<file path="src/hdl/assert_macros.svh">
// Assertion helpers used by the top-level core.
`ifndef ASSERT_MACROS_SVH
`define ASSERT_MACROS_SVH

// Checked only while out of reset.
`define TLCA_ASSERT(lbl, prop, msg) \
  lbl: assert property (@(posedge clk) disable iff (!rst_n) prop) else $error(msg);

// Checked on every edge, reset included.
`define TLCA_ASSERT_ALWAYS(lbl, prop, msg) \
  lbl: assert property (@(posedge clk) prop) else $error(msg);

`endif

</file>
<file path="src/hdl/tlca_pkg.sv">
package tlca_pkg;

  localparam int NODE_W = 10;
  localparam int DEP_W  = 10;
  localparam int HOP_W  = 11;
  localparam int WGT_W  = 32;
  localparam int DIST_W = 48;
  localparam int NODE_SPAN = 1 << NODE_W;

  localparam logic [DIST_W-1:0] DIST_MAX = {DIST_W{1'b1}};

  localparam logic REQ_LOAD  = 1'b0;
  localparam logic REQ_QUERY = 1'b1;

  localparam logic [1:0] STAT_OK        = 2'd0;
  localparam logic [1:0] STAT_BAD_LOAD  = 2'd1;
  localparam logic [1:0] STAT_BAD_QUERY = 2'd2;

  typedef struct packed {
    logic              req_type;
    logic [NODE_W-1:0] first_node;
    logic [NODE_W-1:0] second_node;
    logic [NODE_W-1:0] probe_node;
    logic              is_root;
    logic [WGT_W-1:0]  edge_weight;
  } tlca_in_t;

  typedef struct packed {
    logic [1:0]        status;
    logic [NODE_W-1:0] lca_node;
    logic [HOP_W-1:0]  hop_distance;
    logic [DIST_W-1:0] weighted_distance;
    logic              probe_on_path;
  } tlca_out_t;

  // Item plus range checks done at the front.
  typedef struct packed {
    tlca_in_t item;
    logic     a_ok;
    logic     b_ok;
    logic     p_ok;
  } tlca_job_t;

  typedef struct packed {
    logic              vld;
    logic [NODE_W-1:0] node;
  } tlca_anc_t;

  typedef struct packed {
    logic              loaded;
    logic [DEP_W-1:0]  depth;
    logic [DIST_W-1:0] rdist;
  } tlca_info_t;

  typedef enum logic [4:0] {
    ST_CLR, ST_IDLE,
    ST_LD_A, ST_LD_B, ST_LD_DEC, ST_LD_ANC, ST_LD_ANC_CHK,
    ST_Q_U, ST_Q_V, ST_Q_P, ST_Q_DEC,
    ST_SETUP, ST_LIFT, ST_LIFT_CHK, ST_CMP, ST_JUMP, ST_JUMP_CHK,
    ST_FIN, ST_FIN_CHK, ST_LDEP, ST_LDEP_CHK, ST_SUM, ST_EMIT
  } tlca_state_t;

endpackage

</file>
<file path="src/hdl/tlca_res_q.sv">
module tlca_res_q (
  input  logic                clk,
  input  logic                rst_n,
  input  logic                res_push,
  input  tlca_pkg::tlca_out_t res_data,
  output logic                res_full,
  output logic                out_empty,
  input  logic                out_pop,
  output tlca_pkg::tlca_out_t out_data
);
  import tlca_pkg::*;

  tlca_out_t  q_r [2];
  logic       wp_r, rp_r;
  logic [1:0] cnt_r;
  logic       do_push, do_pop;

  assign res_full  = cnt_r == 2'd2;
  assign out_empty = cnt_r == 2'd0;
  assign out_data  = q_r[rp_r];
  assign do_push   = res_push && !res_full;
  assign do_pop    = out_pop && !out_empty;

  always_ff @(posedge clk) begin
    if (!rst_n) begin
      wp_r  <= 1'b0;
      rp_r  <= 1'b0;
      cnt_r <= 2'd0;
    end else begin
      if (do_push) wp_r <= ~wp_r;
      if (do_pop) rp_r <= ~rp_r;
      cnt_r <= cnt_r + {1'b0, do_push} - {1'b0, do_pop};
    end
  end

  always_ff @(posedge clk) begin
    if (do_push) q_r[wp_r] <= res_data;
  end

endmodule

</file>
<file path="config.mk">
export PLATFORM = sky130hd
export DESIGN_NAME = tlca_res_q
export DESIGN_NICKNAME = d
export VERILOG_FILES = /design/src/hdl/assert_macros.svh /design/src/hdl/tlca_pkg.sv /design/src/hdl/tlca_res_q.sv
export SDC_FILE = /design/constraint.sdc
export NUM_CORES = 1
export LEC_CHECK = 0
export BUFFER_PORTS_ARGS = -buffer_cell sky130_fd_sc_hd__buf_4
export CAP_MARGIN = 40
export CELL_PAD_IN_SITES_DETAIL_PLACEMENT = 0
export CELL_PAD_IN_SITES_GLOBAL_PLACEMENT = 2
export CORE_AREA = 2 2 103 155
export CTS_CLUSTER_SIZE = 28
export DETAILED_ROUTE_END_ITERATION = 16
export DIE_AREA = 0 0 105 157
export HOLD_SLACK_MARGIN = 0.05
export PLACE_DENSITY_LB_ADDON = 0.1
export SLEW_MARGIN = 30
export SYNTH_ARGS = -nofsm -noshare
export SYNTH_HDL_FRONTEND = slang
export SYNTH_SLANG_ARGS = --single-unit
</file>
<file path="constraint.sdc">
create_clock -name clk -period 4.58 [get_ports clk]
set_input_delay 0.229 -clock clk [delete_from_list [all_inputs] [get_ports clk]]
set_output_delay 0.229 -clock clk [all_outputs]
set_load 0.05 [all_outputs]
</file>
==> results.toml, run 1 <==
[outcome]
status = "finished, final reports clean"

[cts]
h-tree-depth = 4
clk-insertion-delay-late_ns = 0.41
path_clk_slew_ns = 0.06
numCtsBuffers = 17
root_buffer = "clkbuf_16"
post_cts_buffers = 0
cts_tree = "yes"
cts_resized = 0
clk_path_buf_depth = 2
numClockSinks = 149

[finish]
fillers = 1226
final_cell_mix = "buf_4, edfxtp_1, dlygate4sd3_1"
drive_gt1_share_pct = 51.70
area_growth_syn_to_layout_pct = 45.41
layout_commonest_cell = "buf_4"
layout.nets = 568

[routing]
vias_per_cell = 4.315
avgRoutedWirePerCell_um = 15.67
wl_um = 10990
antenna_left = 0
drtPass1Iterations = 4
drt_iter0_markers = 90
num_vias = 3025
drc = 0

[setup_path]
crit_family = "buffers and inverters"
end_kind = "output port"
critPathMaxStageDelay_ns = 0.65
slowest_stage = "dfxtp_4"
path_buf_inv = 3
cp-start-kind = "flop"
cp_cell_sequence = "buf_16 -> buf_4 -> mux2_4 -> buf_4"
required_ns = 4.35
arrival_ns = 2.29
critPathKind = "reg -> out"
cp_max_fo = 33
path_common_cell = "buf_4"

[sta]
worstMarginPinSlew_ns = 0.6392
max_clock_freq_ghz = 0.3965
final_hold_viol_count = 0
fin_crit_sh_pct = 55.06
min_period_ns = 2.522
rsz0062_at_grt = "false"
slew_violations = 0
setup_slack_ns = 2.058
finalSetupViolCount = 0
skew_ns = 0.007236
hold_ws_ns = 0.2370
finalSetupTns_ns = 0
relSlewSlack_pct = 57.39

[floorplanning]
rows = 55
core_area_sq_mm = 0.01500
die_x_um = 105
num_io_pins = 150
fp.dieH_um = 157
die_area_sq_mm = 0.01649
start_util_pct = 38.55

[logic_synthesis]
synth_top_area_share_pct = 74.77
synth_area_leader_cell = "edfxtp_1"
syn_area_sq_mm = 0.005783
synth_seq_cells = 149
ys_types = 18
postSynthAreaPerCell_sq_um = 23.04
synth_nets = 329
synthCells = 251
yosysSeqAreaShare_pct = 76.50
synth_warnings = 0
ys_top_cells_by_area = "edfxtp_1, mux2_4, buf_12"

[power]
leakage_uw = 0.003309
power_switching_share_pct = 36.09
pwr-share-clk_pct = 24.7
internal_power_uw = 3377
p_comb_share_pct = 39.9
powerDensity_mw_per_mm2 = 628.3
switching_power_uw = 1907
seqPwrFrac_pct = 35.3
vdd_drop_max_mv = 0.3495

[placed_design]
gp_congestion = 0.7230
io_buffer_count = 149
post-place-ws_ns = 2.427
dp_hpwl_um = 7283

[run]
maxCapViolations = 0

[hold_path]
worstHoldPathType = "in -> reg"

[global_route]
overflow = 0
grtUsageTotal_pct = 13.38
grt_pass1_vias = 3169
grt_first_pass_wirelength_um = 16100
grt_max_degree = 44
antenna_found_initial = 1
[worst paths after layout]
path | slack [ns] | cells past startpoint | to | start
setup / recovery | 2.06 | 4 | out_data[69] | flop
hold / removal | 0.24 | 3 | wp_r | res_push
setup reg to reg | 2.60 | 5 | q_r[0][57] | cnt_r[0]
hold reg to reg | 0.52 | 2 | flop | rp_r
[power groups by stage]
| stage | sequential [uW] | clock (uW) | combinational (uW) |
|---|---|---|---|
| 2_1_floorplan | 1850 | 0 | 1650 |
| 3_3_place_gp | 1950 | 0 | 1980 |
| 3_5_place_dp | 1900 | 0 | 2090 |
| 4_1_cts | 1870 | 1340 | 2140 |
| 5_1_grt | 1890 | 1400 | 2200 |
| 6_report | 1870 | 1310 | 2110 |
[worst register-to-register path, delay by kind of cell, from the launching register on]
kind                   cells  cell delay [ns]
buffers and inverters      2             0.54
flip-flops                 1             0.36
AND/OR/NAND/NOR            3             0.73
[synthesized netlist by cell type (all sizes together)]
cell	count
nor3	1
nand2	2
edfxtp	144
mux2	72
inv	3
nor2	5
o21a	1
ha	2
mux2i	1
buf	8
xor2	1
nand2b	2
xnor2	1
and2	2
dfxtp	5
and3	1
[what timing repair did]
action | 4_1_cts | 5_1_grt
endpoints found under the setup margin | 0 | 0
hold buffers | 72 | 1
hold endpoints to repair | 144 | 1
[routing by layer]
metal  track usage, %  share of wire (%)  vias to the layer above
li1                 -                  -                     1459
met1            13.92                 39                     1473
met2            24.77                 56                       85
met3            4.596                4.1                        8
met4            4.952                1.2                        0
met5                0                  0                        -
[sequential cells by signal (all words and copies together), names as in the netlist, named ones only]
signal / cells
rp_r: 1
q_r: 144
wp_r: 1
cnt_r: 2
[stage by stage]
step	instance area [sq um]	util, %	cells	power [uW]
2_1_floorplan	5783	-	251	3501
4_1_cts	8397	55.97	699	5353
5_1_grt	8409	56.06	701	5493
6_report	8409	56.06	701	5283
3_5_place_dp	7113	47.41	597	3984
3_3_place_gp	7038	46.91	594	3934
[cells by family (layout without fill, tap and decap cells)]
family | after synthesis | in the layout | share of synthesized area (%)
mux | 73 | 73 | 18.74
xor+xnor | 2 | 2 | 0.3030
simple gates | 13 | 13 | 1.082
fa+ha+maj | 2 | 2 | 0.4326
buf+inv | 11 | 261 | 2.813
other cells | 0 | 1 | 0
compound gates | 1 | 1 | 0.1299
flops | 149 | 149 | 76.50
[layout make-up]
type	count	area, sq um	area share (%)
Antenna cell	1	2.502	0.02976
Clock buffer	18	429.2	5.103
Clock inverter	12	133.9	1.592
Inverter	3	11.26	0.1339
Multi-Input combinational cell	91	1209	14.37
Sequential cell	149	4428	52.66
Tap cell	199	249.0	2.961
Timing Repair Buffer	228	1947	23.15
No activity file was read; power rests on OpenSTA's default activity.
==> inputs of run 2 (changes only) <==
--- a/config.mk
+++ b/config.mk
@@ -9,10 +9,10 @@
 export CAP_MARGIN = 40
 export CELL_PAD_IN_SITES_DETAIL_PLACEMENT = 0
 export CELL_PAD_IN_SITES_GLOBAL_PLACEMENT = 2
-export CORE_AREA = 2 2 103 155
+export CORE_AREA = 2 2 108 163
 export CTS_CLUSTER_SIZE = 28
 export DETAILED_ROUTE_END_ITERATION = 16
-export DIE_AREA = 0 0 105 157
+export DIE_AREA = 0 0 110 165
 export HOLD_SLACK_MARGIN = 0.05
 export PLACE_DENSITY_LB_ADDON = 0.1
 export SLEW_MARGIN = 30
==> constraint.sdc (replaced) <==
create_clock -name clk -period 2 [get_ports clk]
set_input_delay 0.1 -clock clk [delete_from_list [all_inputs] [get_ports clk]]
set_output_delay 0.1 -clock clk [all_outputs]
set_load 0.05 [all_outputs]
==> results.toml, run 2 (synthesis gave the netlist of run 1 again) <==
[finish]
drive_gt1_share_pct = 52.08
area_growth_syn_to_layout_pct = 46.06
layout_commonest_cell = "buf_4"
largest_reg_flops = 144
largest-register = "q_r"
num_antenna_cells = 0
fin_area_sq_mm = 0.008447
final_cell_mix = "buf_4, edfxtp_1, dlygate4sd3_1"
fillers = 1448
layout.nets = 570
reg_top3 = "q_r: 144 flops, cnt_r: 2 flops"

[setup_path]
required_ns = 1.90
r2r_cells = 7
slowest_stage = "dfxtp_4"
regToRegSetupSlack_ns = 0.39
cp_cell_sequence = "buf_12 -> mux2_2 -> buf_4"
regToRegStartpoint = "cnt_r[1]"
cp-start-kind = "flop"
end_kind = "output port"
critPathKind = "reg -> out"
r2r-end = "cnt_r[1]"
arrival_ns = 1.78
critPathMaxStageDelay_ns = 0.58
crit_path_end = "out_data[71]"
cp_max_fo = 17

[power]
power_switching_share_pct = 37.10
pwr-share-clk_pct = 23.6
seqPwrFrac_pct = 35.3
switching_power_uw = 4456
vdd_drop_max_mv = 0.6715
p_comb_share_pct = 41.1
p_total_uw = 12010
leakage_uw = 0.003302
powerDensity_mw_per_mm2 = 1422
internal_power_uw = 7555

[global_route]
grtUsageTotal_pct = 12.58
grt_first_pass_wirelength_um = 16550
grt_max_degree = 50
overflow = 0
antenna_found_initial = 0
grt_pass1_vias = 3327

[sta]
fin_crit_sh_pct = 93.90
skew_ns = 0.009895
final_hold_viol_count = 0
finalSetupViolCount = 0
relSlewSlack_pct = 75.07
slew_violations = 0
max_clock_freq_ghz = 0.5325
setup_slack_ns = 0.1219
worstMarginPinSlew_ns = 0.3740
finalSetupTns_ns = 0
rsz0062_at_grt = "false"
min_period_ns = 1.878
hold_ws_ns = 0.1197

[floorplanning]
rows = 58
core_area_sq_mm = 0.01662
die_area_sq_mm = 0.01815
fp.dieH_um = 165
num_io_pins = 150
start_util_pct = 34.80
die_x_um = 110

[hold_path]
worstHoldPathType = "in -> reg"

[routing]
antenna_left = 0
drc = 0
drt_iter0_markers = 91
num_vias = 3071
avgRoutedWirePerCell_um = 15.45
wl_um = 11040
vias_per_cell = 4.295
drtPass1Iterations = 4

[placed_design]
gp_congestion = 0.6681
dp_hpwl_um = 7140
io_buffer_count = 149
post-place-ws_ns = 0.3912
placed_area_sq_mm = 0.007173

[run]
maxCapViolations = 0

[cts]
path_clk_slew_ns = 0.06
h-tree-depth = 4
cts_resized = 0
clk-insertion-delay-late_ns = 0.40
cts_tree = "yes"
numClockSinks = 149
numCtsBuffers = 17
clk_path_buf_depth = 2
root_buffer = "clkbuf_16"

[outcome]
status = "finished, final reports clean"
[run 2: cell types whose count changed in the layout (fill, tap and decap cells not counted), moves of 2 or more]
cell and change:
buf_16 -2, bufinv_16 -2, clkbuf_1 +2, clkinv_2 -2, clkinvlp_4 +2, inv_6 +3
buf_4 -2, buf_12 +5
[run 2: critical path, delay by kind of cell, from the launching register on]
kind | cells | cell delay, ns
buf+inv | 2 | 0.42
flops | 1 | 0.58
mux | 1 | 0.35
[run 2: layout make-up]
type	instances	area (sq um)	area share, %
clock inverters	12	96.34	1.141
well taps	210	262.8	3.111
inverters	3	11.26	0.1333
clock buffers	20	436.7	5.170
flip-flops and latches	149	4429	52.44
multi-input cells	91	1224	14.49
repair buffers	230	1987	23.52
[run 2: worst min-delay path by stage]
| stage | from | endpoint | cells past startpoint |
|---|---|---|---|
| floorplan | res_data[0] | q_r[0][0] | 0 |
| global placement | res_data[19] | q_r[1][19] | 1 |
| detailed placement | res_data[60] | q_r[1][60] | 1 |
| CTS | out_pop | flop | 4 |
| global route | out_pop | flop | 4 |
| finish | out_pop | rp_r | 4 |
[run 2: routing by layer]
layer / vias to the layer above / GRT usage, % / wire, um
met5: - / 0 / 0
met4: 0 / 5.006 / 170
met3: 15 / 4.341 / 637
met2: 87 / 23.59 / 6337
met1: 1499 / 12.27 / 3900
li1: 1470 / - / -
[run 2: power groups by stage]
stage	registers [uW]	logic (uW)	clock network (uW)
after floorplan	4210	3810	0
after global placement	4290	4890	0
after detailed placement	4320	4890	0
after CTS	4250	5020	2940
after global routing	4300	5170	3040
final	4240	4930	2840
[run 2: timing repair]
item                                   4_1_cts  5_1_grt
buffers inserted                             0        0
hold buffers                                74        0
endpoints found under the hold margin      149        0
[run 2: through the flow]
step	util, %	cells
floorplan	-	251
global placement	43.16	609
detailed placement	43.16	609
CTS	50.83	715
global route	50.83	715
finish	50.83	715
